$ cat src/sv/assert_macros.svh
// Assertion helpers for the files that check their own logic.
`ifndef ASSERT_MACROS_SVH
`define ASSERT_MACROS_SVH

// Same-cycle implication, sampled on clk, off while rst_n is low.
`define VTG_ASSERT_IMP(name, ante, cons) \
  name: assert property (@(posedge clk) disable iff (!rst_n) (ante) |-> (cons)) \
    else $error("assertion failed");

// Next-cycle implication, sampled on clk, off while rst_n is low.
`define VTG_ASSERT_NXT(name, ante, cons) \
  name: assert property (@(posedge clk) disable iff (!rst_n) (ante) |=> (cons)) \
    else $error("assertion failed");

`endif

$ cat src/sv/vtg_pkg.sv
// ----------------------------------------------------------------------------
// vtg_pkg
// Types, widths and codes shared by the vertex tangent generator files.
// ----------------------------------------------------------------------------
package vtg_pkg;

  localparam int VERTEX_COUNT_DEF = 1024;
  localparam int IDX_W            = 10;
  localparam int EPS_W            = 16;
  localparam int CFG_IDX_W        = 2;
  localparam int ACC_W            = 40;

  localparam logic [1:0] CMD_LOAD = 2'd0;
  localparam logic [1:0] CMD_TRI  = 2'd1;
  localparam logic [1:0] CMD_READ = 2'd2;

  localparam logic [CFG_IDX_W-1:0] REG_DET_EPS = 2'd0;
  localparam logic [CFG_IDX_W-1:0] REG_LEN_EPS = 2'd1;

  localparam logic [EPS_W-1:0] DET_EPS_RST = 16'd43;
  localparam logic [EPS_W-1:0] LEN_EPS_RST = 16'd1;

  localparam logic signed [ACC_W-1:0] ACC_MAX = {1'b0, {(ACC_W-1){1'b1}}};
  localparam logic signed [ACC_W-1:0] ACC_MIN = {1'b1, {(ACC_W-1){1'b0}}};
  localparam logic [16:0] NEAR_ONE_X = 17'd58982;

  // divider: remainder width and quotient/dividend-tail width
  localparam int DIV_W  = 52;
  localparam int TAIL_W = 39;
  localparam int STEP_W = 6;

  // square root: radicand and root widths
  localparam int SQ_W   = 62;
  localparam int ROOT_W = 31;

  typedef struct packed {
    logic              start;
    logic [STEP_W-1:0] steps;
  } div_ctl_t;

  typedef struct packed {
    logic signed [23:0] px;
    logic signed [23:0] py;
    logic signed [23:0] pz;
    logic signed [17:0] nx;
    logic signed [17:0] ny;
    logic signed [17:0] nz;
    logic signed [23:0] tu;
    logic signed [23:0] tv;
  } vertex_t;

  typedef struct packed {
    logic signed [ACC_W-1:0] ax;
    logic signed [ACC_W-1:0] ay;
    logic signed [ACC_W-1:0] az;
  } acc_t;

endpackage

$ cat src/sv/vtg_div3.sv
// ----------------------------------------------------------------------------
// vtg_div3
// Three-lane restoring divider with a shared divisor, one quotient bit per
// cycle. Each lane starts from a given partial remainder and shifts in the
// remaining dividend bits MSB first.
// ----------------------------------------------------------------------------
module vtg_div3 (
  input  logic                                      clk,
  input  logic                                      rst_n,
  input  vtg_pkg::div_ctl_t                         ctl,
  input  logic [vtg_pkg::DIV_W-1:0]                 divisor,
  input  logic [2:0][vtg_pkg::DIV_W-1:0]            rem0,
  input  logic [2:0][vtg_pkg::TAIL_W-1:0]           tail,
  output logic                                      busy,
  output logic [2:0][vtg_pkg::TAIL_W-1:0]           quo
);

  localparam int DW = vtg_pkg::DIV_W;
  localparam int TW = vtg_pkg::TAIL_W;

  logic                      busy_r;
  logic [vtg_pkg::STEP_W-1:0] cnt_r;
  logic [DW-1:0]             dvs_r;
  logic [2:0][DW-1:0]        rem_r, rem_nxt;
  logic [2:0][TW-1:0]        tail_r;
  logic [2:0][TW-1:0]        quo_r, quo_nxt;

  always_comb begin
    logic [DW-1:0] trial;
    for (int i = 0; i < 3; i++) begin
      trial = {rem_r[i][DW-2:0], tail_r[i][TW-1]};
      if (trial >= dvs_r) begin
        rem_nxt[i] = trial - dvs_r;
        quo_nxt[i] = {quo_r[i][TW-2:0], 1'b1};
      end else begin
        rem_nxt[i] = trial;
        quo_nxt[i] = {quo_r[i][TW-2:0], 1'b0};
      end
    end
  end

  always_ff @(posedge clk) begin
    if (!rst_n) begin
      busy_r <= 1'b0;
    end else if (ctl.start) begin
      busy_r <= 1'b1;
      cnt_r  <= ctl.steps;
      dvs_r  <= divisor;
      rem_r  <= rem0;
      tail_r <= tail;
      quo_r  <= '0;
    end else if (busy_r) begin
      rem_r <= rem_nxt;
      quo_r <= quo_nxt;
      for (int i = 0; i < 3; i++) begin
        tail_r[i] <= {tail_r[i][TW-2:0], 1'b0};
      end
      cnt_r <= cnt_r - 1'b1;
      if (cnt_r == vtg_pkg::STEP_W'(1)) begin
        busy_r <= 1'b0;
      end
    end
  end

  assign busy = busy_r;
  assign quo  = quo_r;

endmodule

$ cat config.mk
export PLATFORM = sky130hd
export DESIGN_NAME = vtg_div3
export DESIGN_NICKNAME = d
export VERILOG_FILES = /design/src/sv/assert_macros.svh /design/src/sv/vtg_pkg.sv /design/src/sv/vtg_div3.sv
export SDC_FILE = /design/constraint.sdc
export NUM_CORES = 1
export LEC_CHECK = 0
export BUFFER_PORTS_ARGS = -buffer_cell sky130_fd_sc_hd__buf_2
export CORE_MARGIN = 1.5
export CORE_UTILIZATION = 64
export CTS_BUF_LIST = sky130_fd_sc_hd__clkbuf_4 sky130_fd_sc_hd__clkbuf_8
export DETAILED_ROUTE_END_ITERATION = 8
export HOLD_SLACK_MARGIN = 0.12
export PLACE_DENSITY = 0.89
export SLEW_MARGIN = 25
export SYNTH_ARGS = -nofsm -noshare
export SYNTH_HDL_FRONTEND = slang
export SYNTH_SLANG_ARGS = --single-unit
export TNS_END_PERCENT = 20
$ cat constraint.sdc
create_clock -name clk -period 20.4 [get_ports clk]
set_clock_uncertainty 0.1 [all_clocks]
set_input_delay 1.02 -clock clk [delete_from_list [all_inputs] [get_ports clk]]
set_output_delay 1.02 -clock clk [all_outputs]
set_load 0.005 [all_outputs]
## After elaboration in Yosys (flattened, before gate mapping)

Index checks and enable logic that the tools add are counted.

- Logic and storage cells: 39
- Register bits after elaboration: 446
- Bits of input ports: 334

- Add/subtract/negate cells: 4
- Reduce and logical (&&, ||, !) cells: 3
- Equal/unequal tests: 1
- Order comparisons: 3
- Muxes and demuxes: 16

Operators by type and width:

| cell | count |
|---|---|
| $mux 117 | 3 |
| $mux 155 | 2 |
| $ge 52x52->1 | 3 |
| $mux 52 | 2 |
| $sub 52x52->52 | 2 |
| $mux 51 | 1 |
| $sub 51x51->51 | 1 |
| $mux 6 | 2 |
| $eq 6x1->1 const B | 1 |
| $mux 1 | 6 |
| $sub 6x1->6 const B | 1 |
| $reduce_and 2->1 | 2 |
| $reduce_bool 2->1 | 1 |

## Depth between registers and ports, before layout

- Word-level depth: 4
- Mapped depth: 16
- Gate-level depth less buffers: 13

## Least setup slack after synthesis

Ideal clock, no wire load.

- Path type: input to register
- Start: input port ctl[6] in the netlist's numbering
- End: register busy_r, in the netlist busy
- Required time: 20.204 ns
- Arrival: 11.119 ns
- Buffers on the path: 2
- Setup time: 0.096 ns
- Slack: 9.085 ns
- Stages: 4
- Path through: clkbuf_1 clkbuf_1 o21a_1 o31a_1

- Word-level cells in the longest chain between the ends: 1

RTL lines:

| what | line | source |
|---|---|---|
| start: declaration | vtg_div3.sv:10 | `input vtg_pkg::div_ctl_t ctl,` |
| $mux 1 | vtg_div3.sv:45 | `end else if (ctl.start) begin` |
| end signal: assignment | vtg_div3.sv:44 | `busy_r <= 1'b0;` |
| end signal: assignment | vtg_div3.sv:46 | `busy_r <= 1'b1;` |
| end signal: assignment | vtg_div3.sv:60 | `busy_r <= 1'b0;` |
| end: declaration | vtg_div3.sv:21 | `logic busy_r;` |

Every way passes these cells.
A chain may end at the register's enable or synchronous reset.

## Final worst setup path

- Start: register dvs_r[2]
- End: register rem_r[95] in the netlist's numbering (data pin)

- Word-level cells in the longest chain between the ends: 4
- Elaborated cells on any way between the ends: 5
- Those cells by class: 1 x add/sub; 1 x order compare; 3 x mux

RTL lines:

| what | line | source |
|---|---|---|
| start: declaration | vtg_div3.sv:23 | `logic [DW-1:0] dvs_r;` |
| start signal: assignment | vtg_div3.sv:48 | `dvs_r <= divisor;` |
| $sub 52x52->52 / $ge 52x52->1 (equally long branches) | vtg_div3.sv:33, vtg_div3.sv:32 |  |
| $mux 52 * | vtg_div3.sv:32 | `if (trial >= dvs_r) begin` |
| $mux 155 * | vtg_div3.sv:52 | `end else if (busy_r) begin` |
| $mux 155 * | vtg_div3.sv:45 |  |
| end signal: assignment | vtg_div3.sv:49 | `rem_r <= rem0;` |
| end signal: assignment | vtg_div3.sv:53 | `rem_r <= rem_nxt;` |
| end: declaration | vtg_div3.sv:24 | `logic [2:0][DW-1:0] rem_r, rem_nxt;` |

Mark *: on every way between the ends. The rest lies on a longest branch, timed or not. The select of a mux whose other input is x is not followed.

==> metrics.txt <==
predominant post-synthesis flop cell edfxtp_1; clk_lat worst skew about 680 ps; Final nets 3576; hold slack 410 ps; async set or reset register ratio after synthesis 0; CP Cell Sequence inv_1 > ha_1 > nor2b_1 > o31a_1 > o21ai_2 > a21oi_1 > a211oi_2 > o31ai_4 > a211oi_4 > buf_4 > nor2_1 > a221o_1; clock sinks around 450; top cell type's share of synthesized area 0.458; drt first pass iters 6; busiest grt layer met2; chip height 217 µm; core area 45200 µm²; DR vias 23146; width of the chip roughly 220 µm; Worst R2R Setup Slack roughly 16000 ps; RePlAce Congestion roughly 0.97; Hold WC Path Type primary input to flop; Initial Util 0.646; Worst path max stage delay around 730 ps; area of the die ~47000 µm²; gr ovfl total 0; post-CTS setup buffer count 0; Simple-Gate Fraction of Synth Area 0.127; FMAX just over 0.2 GHz; Worst VDD drop approximately 0.000063 V; Vias/cell a little over 6; Critical Path RT just over 20000 ps; FILL cells approximately 3300; initial antenna violation count 15; area share of xor/xnor cells in the synthesized design 0.0354; run status finished clean; global-route met1 utilization 0.461; row count 78; clock-pin slew on the worst setup and hold paths 60 ps; Placed Area about 30000 µm²; met3 GRT Util 0.0618; flops & latches, synth about 450; Critical-path top delay cell a211oi_4; Synth Area in Compound Gates 0.162; fin. max-slew vios 0; syn_nets 3301; Syn Inst Count 2806; vias in the first global route 22328; R2R Path Start dvs_r[2]; Post-CTS Hold Fix Bufs 0; GRT Resource Usage Total 0.335; first-pass GRT wire length 122 mm; adder-cell share of the synthesized area 0.0698; ranking of synthesized cells by area edfxtp_1, mux2_2, ha_1; main combinational cell family by area after synthesis compound AO/OA/AOI/OAI gates; CP Launch Type flop; Yosys top cell by area edfxtp_1; worst-margin pin slew just over 1000 ps; R2R depth 12; Critical Path Sink Type flop; Worst Path Arrival between 5000 and 6000 ps; Final Hold Viols 0; CP startpoint dvs_r[2]; CP endpoint rem_r[95]; WL final 79.9 mm; layout cells sized above 1 0.256; R2R Path End rem_r[95]; RSZ-0062 raised after global routing false; Final setup viols 0; post-layout minimum cycle time between 4000 and 5000 ps; mux share of post-synthesis cell area 0.0805; PortBufs around 450; Synth Warn # 0; top-count cell post-synth edfxtp_1; P_leak 13.1 nW; Area Overhead vs Synth 10.8%; Layout Cell Area excl Fill around 32000 µm²; H-tree levels 3; Sum Neg Setup Slack 0 ps; share of the yosys chip area belonging to registers 0.459; Final Cycle Share 0.240; CTS tree built; Root Buffer clkbuf_8; EDFF count, synth around 450; max-cap violations 0; routed wire length per instance roughly 21 µm; Power Density ~83 nW/µm²; clk buf depth 3; Final ANT Viol Nets 0; Synth cell types 92; GR Layer Usage met2 0.521; Rel. slew slack 0.320; DR DRC count 0; Synth top cells by count edfxtp_1, a21oi_1, nand2_1; Power, Total roughly 0.0027 W; Detailed Route Iter0 Violations 2114; critical path type flop to flop; largest net degree at the start of global routing a little over 90; crit path max fanout about 80; post-CTS resize count 0; TritonCTS Buffers 76; synthesized area per cell approximately 10 µm²; hpwl dp roughly 58 mm; I/O pin count approximately 450; synthesized area 29200 µm²
-- kinds of logic (layout without fill, tap and decap cells) --
family / count (synthesis) / in the layout
compound gates: 750 / 750
xor+xnor: 118 / 118
fa+ha+maj: 161 / 161
buf+inv: 381 / 712
flops: 446 / 446
mux: 211 / 211
other cells: 0 / 12
simple gates: 739 / 739
-- state kept, by name, summed over array words and instances (netlist names) --
signal	flops
rem_r	153
quo	117
tail_r	117
dvs_r	52
cnt_r	6
busy	1
-- per-layer routing --
metal,part of all wire,routed length (µm)
met4,0.033,2640
met1,0.42,33800
met5,0.00046,37
met2,0.46,36800
met3,0.082,6590
-- worst min path at each step --
stage	start	end	slack (ps)	cells after the start
floorplan	cnt_r[5]	busy	390	1
global placement	tail_r[0]	tail_r[1]	430	1
detailed placement	tail_r[1]	tail_r[2]	430	1
CTS	divisor[40]	dvs_r[40]	360	1
global route	divisor[40]	dvs_r[40]	370	1
finish	divisor[40]	dvs_r[40]	410	1
-- placed cells by master, fill, tap and decap left out, types with 52 or more instances in the layout --
master and n:
a21oi_1 257, mux2_2 189, ha_1 158, clkbuf_8 78, nor2_1 154, nor2b_1 137
xor2_1 53, buf_2 447, o21ai_0 159, inv_1 114, nand2_1 209, xnor2_1 65
a21o_1 66, edfxtp_1 445, nand4_1 52
-- layout make-up --
type | instances | area, µm² | share of cell area
Multi-Input combinational cell | 1979 | 13900 | 0.429
Sequential cell | 446 | 13400 | 0.414
Timing Repair Buffer | 463 | 2370 | 0.0734
Clock buffer | 99 | 1230 | 0.0381
Tap cell | 600 | 751 | 0.0232
Inverter | 115 | 437 | 0.0135
Clock inverter | 35 | 244 | 0.00755
Antenna cell | 12 | 30.0 | 0.000929
-- power by group --
group	internal, W	total [W]	switching (W)
Sequential	0.00111	0.00114	0.0000360
Clock	0.000424	0.000809	0.000385
Combinational	0.000307	0.000749	0.000442
Total	0.00184	0.00270	0.000864
-- worst max-delay path: cells and delay by family, from the launching register on --
kind / cells / cell delay, ps
AOI/OAI and AO/OA: 7 / 2300
buffers and inverters: 2 / 980
and+or+nand+nor: 2 / 550
DFF: 1 / 370
adders and majority gates: 1 / 340
-- metrics by stage --
step / utilization / cells / setup slack (ps)
finish: 0.716 / 3749 / 15510
CTS: 0.715 / 3736 / 15530
global placement: 0.682 / 3602 / 15070
detailed placement: 0.682 / 3602 / 14890
floorplan: - / 2806 / 9080
global route: 0.716 / 3749 / 15190
Power figures use the tool's default switching activity.
